--- src/hdl/rspm_pkg.sv ---
// Shared constants, types and trig table for the range scan point map builder.
// No dependencies.
package rspm_pkg;

   localparam int MAX_POINTS = 512;
   localparam int CNT_W      = $clog2(MAX_POINTS + 1);
   localparam int IDX_W      = $clog2(MAX_POINTS);
   localparam int COORD_W    = 22;
   localparam int TRIG_FRAC  = 15;
   localparam int MUL_W      = 24;
   localparam int PROD_W     = 2 * MUL_W;
   localparam int CSR_W      = 21;
   localparam int CSR_IDX_W  = 3;

   localparam logic [CSR_IDX_W-1:0] CSR_POSE_X     = 3'd0;
   localparam logic [CSR_IDX_W-1:0] CSR_POSE_Y     = 3'd1;
   localparam logic [CSR_IDX_W-1:0] CSR_HEADING    = 3'd2;
   localparam logic [CSR_IDX_W-1:0] CSR_MIN_RANGE  = 3'd3;
   localparam logic [CSR_IDX_W-1:0] CSR_MAX_RANGE  = 3'd4;
   localparam logic [CSR_IDX_W-1:0] CSR_DUP_RADIUS = 3'd5;

   typedef logic [TRIG_FRAC:0] trig_rom_type [0:90];

   function automatic trig_rom_type build_rom();
      trig_rom_type rom;
      longint s, c, ns, nc, v;
      longint q [0:90];
      s = 0;
      c = 64'sd1073741824;
      q[0] = 0;
      for (int k = 0; k < 90; k++) begin
         ns = (s * 64'sd1073578288 + c * 64'sd18739379 + 64'sd536870912) >>> 30;
         nc = c;
         if (k < 89) begin
            nc = (c * 64'sd1073578288 - s * 64'sd18739379 + 64'sd536870912) >>> 30;
         end
         s = ns;
         c = nc;
         q[k+1] = s;
      end
      for (int k = 0; k <= 90; k++) begin
         v = q[k];
         if (v > 64'sd1073741824) v = 64'sd1073741824;
         if (v < 0) v = 0;
         v = (v + (64'sd1 <<< (29 - TRIG_FRAC))) >>> (30 - TRIG_FRAC);
         rom[k] = v[TRIG_FRAC:0];
      end
      return rom;
   endfunction

   localparam trig_rom_type SIN_ROM = build_rom();

   function automatic logic signed [TRIG_FRAC+1:0] sin_deg(input logic [8:0] a);
      logic [8:0] r;
      logic signed [TRIG_FRAC+1:0] m;
      r = 9'd0;
      m = '0;
      if (a < 9'd90) begin
         r = a;
         m = $signed({1'b0, SIN_ROM[r[6:0]]});
      end else if (a < 9'd180) begin
         r = 9'd180 - a;
         m = $signed({1'b0, SIN_ROM[r[6:0]]});
      end else if (a < 9'd270) begin
         r = a - 9'd180;
         m = -$signed({1'b0, SIN_ROM[r[6:0]]});
      end else begin
         r = 9'd360 - a;
         m = -$signed({1'b0, SIN_ROM[r[6:0]]});
      end
      return m;
   endfunction

endpackage

--- src/hdl/rspm_mul.sv ---
// Shared signed multiplier with registered product.
// Depends on rspm_pkg.
module rspm_mul (
   input  logic                              clock,
   input  logic signed [rspm_pkg::MUL_W-1:0]  op_a,
   input  logic signed [rspm_pkg::MUL_W-1:0]  op_b,
   output logic signed [rspm_pkg::PROD_W-1:0] prod_ff
);
   import rspm_pkg::*;

   always_ff @(posedge clock) begin
      prod_ff <= op_a * op_b;
   end
endmodule

--- config.mk ---
export PLATFORM = sky130hd
export DESIGN_NAME = rspm_mul
export DESIGN_NICKNAME = d
export VERILOG_FILES = /design/src/hdl/rspm_pkg.sv /design/src/hdl/rspm_mul.sv
export SDC_FILE = /design/constraint.sdc
export NUM_CORES = 2
export LEC_CHECK = 0
export ABC_CLOCK_PERIOD_IN_PS = 8400
export BUFFER_PORTS_ARGS = -buffer_cell sky130_fd_sc_hd__buf_2
export CAP_MARGIN = 20
export CORE_MARGIN = 1
export CORE_UTILIZATION = 52
export CTS_CLUSTER_DIAMETER = 80
export DETAILED_ROUTE_END_ITERATION = 7
export PLACE_DENSITY_LB_ADDON = 0.2
export SLEW_MARGIN = 30
export SYNTH_ARGS = -nofsm -noshare
export SYNTH_HDL_FRONTEND = slang
export SYNTH_SLANG_ARGS = --single-unit
--- constraint.sdc ---
create_clock -name clock -period 8.4 [get_ports clock]
set_input_delay 0.84 -clock clock [delete_from_list [all_inputs] [get_ports clock]]
set_output_delay 0.84 -clock clock [all_outputs]
set_load 0.01 [all_outputs]
* Word level (Yosys, flattened, before mapping)
Cells that the tools add are included.
** Word-level totals
- Flip-flop bits (word level) :: 48
- Output and inout port bits :: 48
** Cells by class
- Multipliers :: 1
** Operators with widths (number)
- $mul 24x24->48 :: 1

* Depth between registers and ports, before layout
- Depth in word-level cells :: 1
- Mapped depth :: 27
- Mapped depth without buffers :: 25

* Least setup slack after synthesis
No wires, ideal clock.
- Path type :: input-to-reg
- From :: input op_a[23] (netlist name)
- To :: register prod_ff[46] (netlist name)
- Data arrival time :: 7.296 ns
- Data required time :: 8.328 ns
- Path buffers :: 1
- Stages on the path :: 22
- Library setup time :: 0.072 ns
- Slack :: 1.032 ns
- Cell sequence :: clkbuf_1 -> nand2_1 -> inv_1 -> fa_1 -> fa_1 -> inv_1 -> fa_1 -> inv_1 -> fa_1 -> fa_1 -> fa_1 -> fa_1 -> ha_1 -> a211oi_1 -> nand2b_1 -> a2111oi_0 -> o2111ai_1 -> nand2_1 -> o311ai_2 -> a211o_1 -> a21oi_1 -> xnor2_1
** Between the ends
- Word-level cells in the longest chain between the ends :: 1
** RTL lines
- start: declaration :: line rspm_mul.sv:5 : input logic signed [rspm_pkg::MUL_W-1:0] op_a,
- $mul 24x24->48 :: line rspm_mul.sv:12 : prod_ff <= op_a * op_b;
- end signal: assignment :: line rspm_mul.sv:12
- end: declaration :: line rspm_mul.sv:7 : output logic signed [rspm_pkg::PROD_W-1:0] prod_ff
No other way between the ends.

* Worst setup path after layout
Same ends and word-level chain as after synthesis.

==> run_results.csv <==
group,metric,value,unit
final_layout,nNetsFinal,3158,
min_path,min_path_cells,2,
synth,synth_common_cells,"fa_1 (607), inv_1 (590), nand2_1 (307)",
timing,fmax,127,MHz
final_layout,top_register,"prod_ff",
setup_path,slowest_delay,0.67,ns
synth,netlist.area_leader.share,55.2,%
clock_tree,cts_buffer_depth,2,
timing,maxSlewViolCount,0,
final_layout,post-route-cell-area,23300,um2
synth,async_flop_share,0,%
placement,placed_cells,2900,
drt,drc,0,
placement,place_area,23100,um2
setup_path,cp_slowest_cell,"fa_1",
drt,vias,15192,
clock_tree,cts_tree,"built",
synth,synth_edf_count,0,
synth,syn_area,22000,um2
clock_tree,postCtsSetupRepairBufs,0,
min_path,hold_start,"op_b[0]",
floorplan,dieHeight,208,um
grt,grt_max_degree,25,
final_layout,largest_registers,"prod_ff: 48 flops",
placement,gp_congestion,0.898,
setup_path,crit_fanout,12,
setup_path,crit_family,"adder cells",
clock_tree,cts_sinks,48,
run,drv_cap,0,
timing,worst_slew_margin_rel,43.1,%
floorplan,start_util,52.6,%
final_layout,fin_util,55.7,%
drt,drt_pass1_iterations,5,
setup_path,endpoint_kind,"register",
clock_tree,htree_num_levels,2,
placement,dp_hpwl,47300,um
min_path,worst_hold_path_type,"input port to register",
timing,finalSetupTns,0,ns
setup_path,required,8.67,ns
clock_tree,clkTransAtPathRegs,0.09,ns
min_path,hold_end,"prod_ff[0]",
clock_tree,cts_resized,0,
floorplan,die_w,208,um
synth,synth_cell_types,54,
setup_path,cpMostUsedCell,"fa_1",
timing,finalCriticalPeriod,7.85,ns
placement,port_buffers,96,
timing,setup_viol,0,
drt,postRouteAntennaNets,0,
clock_tree,cts-buffers-inserted,5,
setup_path,worst_ep_arrival_time,8.12,ns
floorplan,core_area,41900,um2
floorplan,die-area,43200,um2
synth,synth_warnings,0,
grt,grt_antenna_before_repair,0,
timing,hold_viol,0,
timing,fin_crit_sh,93.4,%
final_layout,areaGrowthSynthToFinish,5.80,%
synth,synth_nets,3111,
synth,syn_inst,2321,
synth,yosysMostFrequentCell,"fa_1",
final_layout,instances_no_fill,2909,
setup_path,worstSetupPathType,"input port to register",
final_layout,final_layout_size_suffix_gt1_share,6.96,%
synth,seq_area_frac_synth,4.36,%
synth,synthTopCellsByArea,"fa_1 (55%), inv_1 (10%), and2_1 (7.8%)",
floorplan,num_io_pins,97,
grt,grt_pass1_wl,93300,um
setup_path,cp-start-kind,"input port",
synth,synth.ff_latch_count,48,
timing,rsz0062_at_grt,"no",
grt,grt_overflow,0,
drt,finalWirelength,56000,um
grt,grt.total_usage,28.3,%
drt,routedWlPerCell,19.3,um
setup_path,critPathBufInv,4,
floorplan,num_rows,75,
synth,synth_area_leader_cell,"fa_1",
final_layout,largest_reg_flops,48,
synth,ys.flop_type,"dfxtp_1",
grt,grt_pass1_vias,17182,
setup_path,crit_chain,"buf_2, nand2_1, inv_1, fa_1, fa_1, inv_1, fa_1, inv_1, fa_1, fa_1, fa_1, fa_1, ha_1, a211oi_1, nand2b_1, a2111oi_0, o2111ai_1, nand2_1, o311ai_2, a211o_1, a21oi_1, xnor2_1",
clock_tree,hold_buffers,0,
drt,viasPerCell,5.22,
outcome,outcome,"complete, no violations",
clock_tree,root_buffer,"clkbuf_16",
drt,drtIter0Drc,762,
timing,worst_pin_slew,0.854,ns
synth,syn_avg_cell_area,9.49,um2
metrics by stage:
stage,setup slack (ns),hold WS [ns]
global route,0.127,0.940
floorplan,1.03,0.967
detailed placement,0.205,1.23
finish,0.554,0.944
CTS,0.504,0.930
global placement,0.302,1.23
layout by cell type, fill, tap and decap left out, types with 3 or more instances in the layout:
cell / Yosys / routed
o21ai_0: 19 / 19
o21bai_1: 10 / 10
nand3_1: 8 / 8
a211oi_1: 7 / 7
nand2_1: 307 / 307
a21o_1: 13 / 13
xnor2_1: 43 / 43
o21ai_1: 4 / 4
fa_1: 607 / 607
buf_4: 0 / 43
xor2_1: 11 / 11
nor2_1: 39 / 39
nand2b_1: 10 / 10
buf_2: 2 / 96
nand4_1: 4 / 4
a21oi_1: 37 / 37
dfxtp_1: 48 / 48
o211ai_1: 5 / 5
ha_1: 134 / 134
and3_1: 5 / 5
a31o_2: 3 / 3
inv_1: 590 / 590
and2_1: 274 / 274
o21a_1: 3 / 3
clkbuf_16: 0 / 5
nor3_1: 4 / 4
cells by family after synthesis:
kind of cell / Yosys count / synth area share, %
compound gates: 127 / 4.04
xor+xnor: 54 / 2.15
fa+ha+maj: 741 / 62.8
buf+inv: 690 / 11.8
flops: 48 / 4.36
simple gates: 661 / 14.8
worst max-delay path by stage:
stage / to / slack (ns) / start / cells past startpoint
2_1_floorplan: prod_ff[46] / 1.03 / op_a[23] / 22
3_3_place_gp: prod_ff[46] / 0.30 / op_b[0] / 22
3_5_place_dp: prod_ff[46] / 0.20 / op_b[0] / 22
4_1_cts: prod_ff[46] / 0.50 / op_b[0] / 22
5_1_grt: prod_ff[42] / 0.13 / op_b[0] / 22
6_report: prod_ff[46] / 0.55 / op_a[23] / 22
per-layer routing:
layer	track usage [%]	up-vias	part of all wire, %
met3	3.71	89	4.8
li1	-	6729	-
met2	48.6	399	51
met4	8.66	0	2.8
met5	0	-	0
met1	37.4	7975	41
area by class of cell:
cell class / count / area, um2
multi-input cells: 1583 / 18500
fillers: 3796 / 18600
diodes: 1 / 2.50
flip-flops and latches: 48 / 961
clock buffers: 5 / 125
well taps: 539 / 674
inverters: 591 / 2220
repair buffers: 139 / 803
clock inverters: 3 / 46.3
Power is not shown: default switching activity piles up to over one toggle a cycle in this logic, so the estimate is an artifact.
