--- src/hdl/rspm_ram.sv ---
// Generic single-write, single-read RAM with registered read data.
// No dependencies.
module rspm_ram #(
   parameter int WIDTH = 8,
   parameter int DEPTH = 16
) (
   input  logic                     clock,
   input  logic                     wr_en,
   input  logic [$clog2(DEPTH)-1:0] wr_addr,
   input  logic [WIDTH-1:0]         wr_data,
   input  logic [$clog2(DEPTH)-1:0] rd_addr,
   output logic [WIDTH-1:0]         rd_data_ff
);
   logic [WIDTH-1:0] mem [0:DEPTH-1];

   always_ff @(posedge clock) begin
      if (wr_en) begin
         mem[wr_addr] <= wr_data;
      end
      rd_data_ff <= mem[rd_addr];
   end
endmodule

--- config.mk ---
export PLATFORM = sky130hd
export DESIGN_NAME = rspm_ram
export DESIGN_NICKNAME = d
export VERILOG_FILES = /design/src/hdl/rspm_ram.sv
export SDC_FILE = /design/constraint.sdc
export NUM_CORES = 1
export LEC_CHECK = 0
export ABC_AREA = 1
export BUFFER_PORTS_ARGS = -buffer_cell sky130_fd_sc_hd__buf_4
export CAP_MARGIN = 20
export CORE_MARGIN = 2
export CORE_UTILIZATION = 30
export CTS_CLUSTER_SIZE = 10
export DETAILED_ROUTE_END_ITERATION = 7
export PLACE_DENSITY = 0.48
export SLEW_MARGIN = 20
export SYNTH_ARGS = -nofsm -noshare
export SYNTH_HDL_FRONTEND = slang
export SYNTH_SLANG_ARGS = --single-unit
--- constraint.sdc ---
create_clock -name clock -period 1.1 [get_ports clock]
set_input_delay 0.11 -clock clock [delete_from_list [all_inputs] [get_ports clock]]
set_output_delay 0.11 -clock clock [all_outputs]
set_load 0.01 [all_outputs]
After elaboration in Yosys (flattened, before gate mapping)
Memory sizes are Yosys's and may differ from the RTL's. A register that Yosys moved wholly into a read port is not among the register bits. Cells that the tools add are included.

Memory bits (writable): 128. Register bits after elaboration: 0. Input bits: 18. Memories: 1. Output and inout port bits: 8.

Memory list: mem (depth 16, width 8, read ports 1, clocked after Yosys merged registers in 1, write ports 1, line 14) `logic [WIDTH-1:0] mem [0:DEPTH-1];`.

Mux-type cells: 2.

Operator list (number): $mux W1 (2).

Depth between registers and ports, before layout
Gate-level depths: netlist of the first run.

Depth in word-level cells: 2. Mapped depth: 8. Depth with buffers taken out: 7.

Least setup slack after synthesis of the first run
Ideal clock, no wire load.

Path kind: in2reg. From: input port wr_addr[3]. To: memory mem[4][0], enable pin. Setup slack: 0.039 ns. Arrival: 0.691 ns. Stages: 2. Cell sequence: nand3b_1 > nor2_1.

RTL lines: from (decl) (line 9) `input logic [$clog2(DEPTH)-1:0] wr_addr,`; to (decl) (line 14).

No word-level cell before the write port.

Worst setup path in the final report of the first run
From: register rd_data_ff[3] (read register of mem). To: output port rd_data_ff[3].

RTL lines: from (decl) (line 12) `output logic [WIDTH-1:0] rd_data_ff`.

No word-level cell between the ends.

==> flow_summary.ini, run 1 <==
[hold_path]
holdPathEnd = rd_data_ff[2]
holdPathStages = 3
hp-start = rd_addr[3]
hold_class = in2reg

[synthesis]
synth_cell_types = 12
ys_seq_elements = 136
synth_top_area_share_pct = 66.7
synth.largest_area_cell = sky130_fd_sc_hd__edfxtp_1
syn_inst_count = 551
yosys-top-cells-area = sky130_fd_sc_hd__edfxtp_1 (67%), sky130_fd_sc_hd__nand2_1 (11%), sky130_fd_sc_hd__nand3_1 (8.4%), sky130_fd_sc_hd__inv_1 (6.5%), sky130_fd_sc_hd__dfxtp_1 (2.8%)
yosysSeqAreaShare_pct = 69.4
syn-cell-area_um2 = 5770
postSynthAreaPerCell_um2 = 10.5
yosys_warnings = 0
synthesis.nets = 569

[sta]
skew_ns = 0.00904
total_count_of_max_transition_violations_in_the_final_report = 0
worst_tran_pin_value_ns = 0.278
rsz0062_at_grt = no
finalCritPeriodShare_pct = 96.7
period_needed_ns = 1.06
totalNegativeSetupSlack_ns = 0
report.final.hold_viol_count = 0
setup_viol = 0
fmax_mhz = 940
slew-limit-headroom_pct = 81.4

[floorplanning]
die_height_um = 143
initial_utilization_pct = 30.7
core-area_um2 = 18800
core.rowCount = 50
top_level_ports = 26
die-width_um = 143
die_area_um2 = 20300

[worst_setup_path]
critical_path.max_fanout = 1
rrSetupSlack_ns = 0.05
timing.critical_path.slowest_cell_delay_ns = 0.39
timing.critical_path.to_type = primary output
regToRegEndpoint = rd_data_ff[5]
critPathTopFamily = flip-flops
crit_path_start = rd_data_ff[3]
critical_path_type = reg2out
worstPathBufferInverterCount = 1
worst-endpoint-required_ns = 0.99
rr_startpoint = mem[6][5]
cp-start-kind = register
critical_path_cell_by_cell = buf_4
slowest_stage = sky130_fd_sc_hd__dfxtp_1
worstRegToRegCells = 6
cp_data_arrival_time_ns = 0.95

[cts]
root_buffer = sky130_fd_sc_hd__clkbuf_16
cts.sink_count = 136
post_cts_resized = 0
clk_transition_reported_paths_ns = 0.06
cts_inserted_buffers = 17
cts-hold-fix-buffers = 0
worst_skew_pair.late_latency_ns = 0.42
cts_tree = yes
clock_tree.htree_level_count = 4
cts_setup_buffers = 0
cts.path.max_buffers = 2

[cells_and_area]
num-nets-final = 621
final_non_filler_cells = 850
area_delta_synth_final_pct = 21.1
drive_gt1_share_pct = 14.1
most-common-layout-cells = sky130_fd_sc_hd__nand2_1 (173), sky130_fd_sc_hd__edfxtp_1 (128), sky130_fd_sc_hd__inv_1 (100), sky130_fd_sc_hd__nand3_1 (96), sky130_fd_sc_hd__buf_4 (53)
layout.cells.most_common = sky130_fd_sc_hd__nand2_1
utilization_pct = 37.2
antennaDiodeCount = 0

[routing]
drt-vias-per-instance = 4.53
drt-total-wl_um = 14000
final_antenna_net_count = 0
remaining_drc_errors = 0
first_iter_violations = 327
wl_per_cell_um = 16.5
drt_first_pass_iters = 4
total_vias_in_the_final_route = 3850

[power_and_ir_drop]
max-vdd-ir-drop_mv = 0.969
power.leakage_nw = 3.01
power-per-cell-area_nw_per_um2 = 1780

[job]
maxCapViolations = 0

[place]
port_buffers = 25
place.gp.congestion = 0.816
dp_hpwl_um = 9030
placedCellCount = 818

[grt]
grt_first_pass_wirelength_um = 21500
grt_max_degree = 42
first_global_vias = 3781
antenna_violations_before_repair = 0
globalRoute.totalOverflow = 0
grtUsageTotal_pct = 14.7

[outcome]
run_status = finished clean
==> logic make-up (layout without fill, tap and decap cells) <==
group	after synthesis	count (layout)	synth area share [%]
buffers and inverters	126	191	9.52
DFF	136	136	69.4
and+or+nand+nor	289	289	21.0
==> worst max-delay path by stage <==
stage,endpoint,cells after the start
after floorplan,mem[4][0],2
after CTS,rd_data_ff[3],1
after detailed placement,rd_data_ff[4],10
after global placement,rd_data_ff[4],10
after global routing,rd_data_ff[5],6
final,rd_data_ff[3],1
==> layer usage <==
layer,share of wire [%],GRT usage (%),vias to the layer above
li1,-,-,1875
met4,1.4,5.32,0
met5,0,0,-
met2,47,23.4,105
met1,46,19.6,1857
met3,4.8,3.52,13
==> area by class of cell <==
type                    count  area, um2
well taps                 234        293
inverters                 102        383
multi-input cells         289       1220
clock inverters             8        118
fillers                  1847      11800
clock buffers              24        492
flip-flops and latches    136       4000
repair buffers             57        478
==> state kept, by name (all words and copies together), names as in the netlist <==
| signal | count |
|---|---|
| mem | 128 |
| rd_data_ff | 8 |
==> where the power goes <==
part / internal [W] / total [W] / leakage (nW) / switching [W]
logic: 0.000282 / 0.000805 / 1.50 / 0.000523
clock network: 0.00379 / 0.00580 / 0.292 / 0.00201
registers: 0.00579 / 0.00583 / 1.22 / 0.0000390
total: 0.00986 / 0.0124 / 3.01 / 0.00257
==> Yosys cell counts (all sizes together) <==
| cell type | number |
|---|---|
| nand2 | 173 |
| buf | 24 |
| inv | 102 |
| nor2 | 17 |
| dfxtp | 8 |
| nand3b | 2 |
| edfxtp | 128 |
| nand3 | 97 |
==> per-stage QoR <==
step,cell area (um2),hold slack (ns),power (W),setup WS [ns]
floorplan,5770,0.209,0.00635,0.0392
detailed placement,6370,0.471,0.00675,-0.139
finish,6990,0.0421,0.0124,0.0361
global route,6990,0.0470,0.0128,0.00184
global placement,6370,0.461,0.00675,-0.145
CTS,6980,0.0326,0.0126,0.0212
Power figures use the tool's default switching activity.
==> inputs of run 2 (changes only) <==
- clock period: 1.1 -> 0.85 ns (I/O delays scaled with it)
==> flow_summary.ini, run 2 (synthesis gave the netlist of run 1 again) <==
[worst_setup_path]
timing.critical_path.slowest_cell_delay_ns = 0.38
worst_setup_path_endpoint = rd_data_ff[5]
critical_path_depth = 6
rrSetupSlack_ns = -0.13
timing.critical_path.to_type = register
worstPathBufferInverterCount = 1
critical_path_type = reg2reg
slowest_stage = sky130_fd_sc_hd__edfxtp_1
rr_startpoint = mem[4][5]
cell_seen_most_often_among_critical_path_stages = sky130_fd_sc_hd__nand3_2
worstRegToRegCells = 6
cp_data_arrival_time_ns = 1.28
worst-endpoint-required_ns = 1.15
critPathTopFamily = simple AND/OR/NAND/NOR gates
critical_path.max_fanout = 1
crit_path_start = mem[4][5]
critical_path_cell_by_cell = inv_1 > nand2_1 > nand3_2 > nand3_2 > nand3_2 > nand2_2
regToRegEndpoint = rd_data_ff[5]
cp-start-kind = register

[cells_and_area]
largest_register_ffs = 128
top_register = mem
drive_gt1_share_pct = 30.7
largestRegisters = mem x128, rd_data_ff x8
antennaDiodeCount = 0
final_non_filler_cells = 852
num-nets-final = 623
area_delta_synth_final_pct = 31.2
most-common-layout-cells = sky130_fd_sc_hd__nand2_1 (158), sky130_fd_sc_hd__edfxtp_1 (128), sky130_fd_sc_hd__inv_1 (98), sky130_fd_sc_hd__nand3_2 (59), sky130_fd_sc_hd__buf_4 (40)
layout.cells.most_common = sky130_fd_sc_hd__nand2_1
filler_cell_count = 1837

[floorplanning]
die_area_um2 = 20300
die-width_um = 143
top_level_ports = 26
core.rowCount = 50
core-area_um2 = 18800
initial_utilization_pct = 30.7
die_height_um = 143

[outcome]
violations = setup timing
run_status = finished with violations

[cts]
clock_tree.htree_level_count = 4
root_buffer = sky130_fd_sc_hd__clkbuf_16
cts_tree = yes
cts.path.max_buffers = 2
clk_transition_reported_paths_ns = 0.06
cts_inserted_buffers = 17
cts_setup_buffers = 0
worst_skew_pair.late_latency_ns = 0.42
cts.sink_count = 136

[routing]
remaining_drc_errors = 0
total_vias_in_the_final_route = 3937
drt-total-wl_um = 14900
wl_per_cell_um = 17.5
final_antenna_net_count = 0
drt-vias-per-instance = 4.62
first_iter_violations = 291
drt_first_pass_iters = 4

[sta]
skew_ns = 0.00494
report.final.hold_viol_count = 0
period_needed_ns = 0.977
totalNegativeSetupSlack_ns = -1.37
slew-limit-headroom_pct = 71.3
fmax_mhz = 1020
worst_hold_slack_ns = 0.0354
total_count_of_max_transition_violations_in_the_final_report = 0
rsz0062_at_grt = yes
finalWorstSetupSlack_ns = -0.127
worst_tran_pin_value_ns = 0.429
setup_viol = 16
finalCritPeriodShare_pct = 115

[power_and_ir_drop]
finalPower_w = 0.0168
power-per-cell-area_nw_per_um2 = 2220
max-vdd-ir-drop_mv = 1.40
power.leakage_nw = 3.19

[place]
place_worst_setup_slack_ns = -0.343
place.gp.congestion = 0.797
dp_hpwl_um = 9680
placedCellCount = 817
port_buffers = 25

[grt]
first_global_vias = 4055
grt_first_pass_wirelength_um = 23300
globalRoute.totalOverflow = 0
antenna_violations_before_repair = 0
grt_max_degree = 33
grtUsageTotal_pct = 15.7

[hold_path]
hold_class = in2reg

[job]
maxCapViolations = 0
==> run 2: cell count changes in the layout (fill, tap and decap cells not counted), sizes merged <==
cell and delta:
dlygate4sd3 +3, clkinv +6, bufinv +2, clkbuf -6, buf -1, clkinvlp -2
==> run 2: timing repair <==
action,CTS,global route
setup endpoints to repair,16,16
cloned,0,0
endpoints found under the hold margin,5,0
hold buffers,3,0
pin swaps,38,22
gates resized for setup,68,27
==> run 2: final cells by class <==
cell class	instances	area, um2	area share, %
Clock buffer	18	429	5.67
Clock inverter	14	205	2.71
Inverter	102	383	5.06
Multi-Input combinational cell	289	1660	22.0
Sequential cell	136	4010	53.0
Tap cell	234	293	3.87
Timing Repair Buffer	59	581	7.67
==> run 2: layer usage <==
metal	wire length, um	part of all wire (%)	global-route usage [%]	vias to the layer above
li1	-	-	-	1882
met1	6680	45	20.0	1956
met2	7450	50	26.1	67
met3	307	2.1	2.65	32
met4	460	3.1	7.14	0
met5	0	0	0	-
==> run 2: worst min-delay path by stage <==
stage | start | cells after the start | slack [ns] | to
after floorplan | wr_data[0] | 0 | 0.18 | mem[0][0]
after global placement | rd_addr[3] | 3 | 0.41 | rd_data_ff[2]
after detailed placement | rd_addr[3] | 3 | 0.42 | rd_data_ff[4]
after CTS | wr_data[1] | 1 | 0.04 | mem[4][1]
after global routing | wr_data[1] | 1 | 0.04 | mem[4][1]
final | wr_data[1] | 1 | 0.04 | mem[0][1]
==> run 2: metrics by stage <==
step           utilization, %  area (um2)
5_1_grt                  40.3        7570
3_3_place_gp             34.6        6500
4_1_cts                  39.7        7440
6_report                 40.3        7570
3_5_place_dp             34.6        6500
2_1_floorplan               -        5850
==> run 2: power by group <==
part	switching [W]	internal (W)	total (W)
clock network	0.00274	0.00517	0.00792
logic	0.000824	0.000495	0.00132
registers	0.0000648	0.00751	0.00757
total	0.00363	0.0132	0.0168
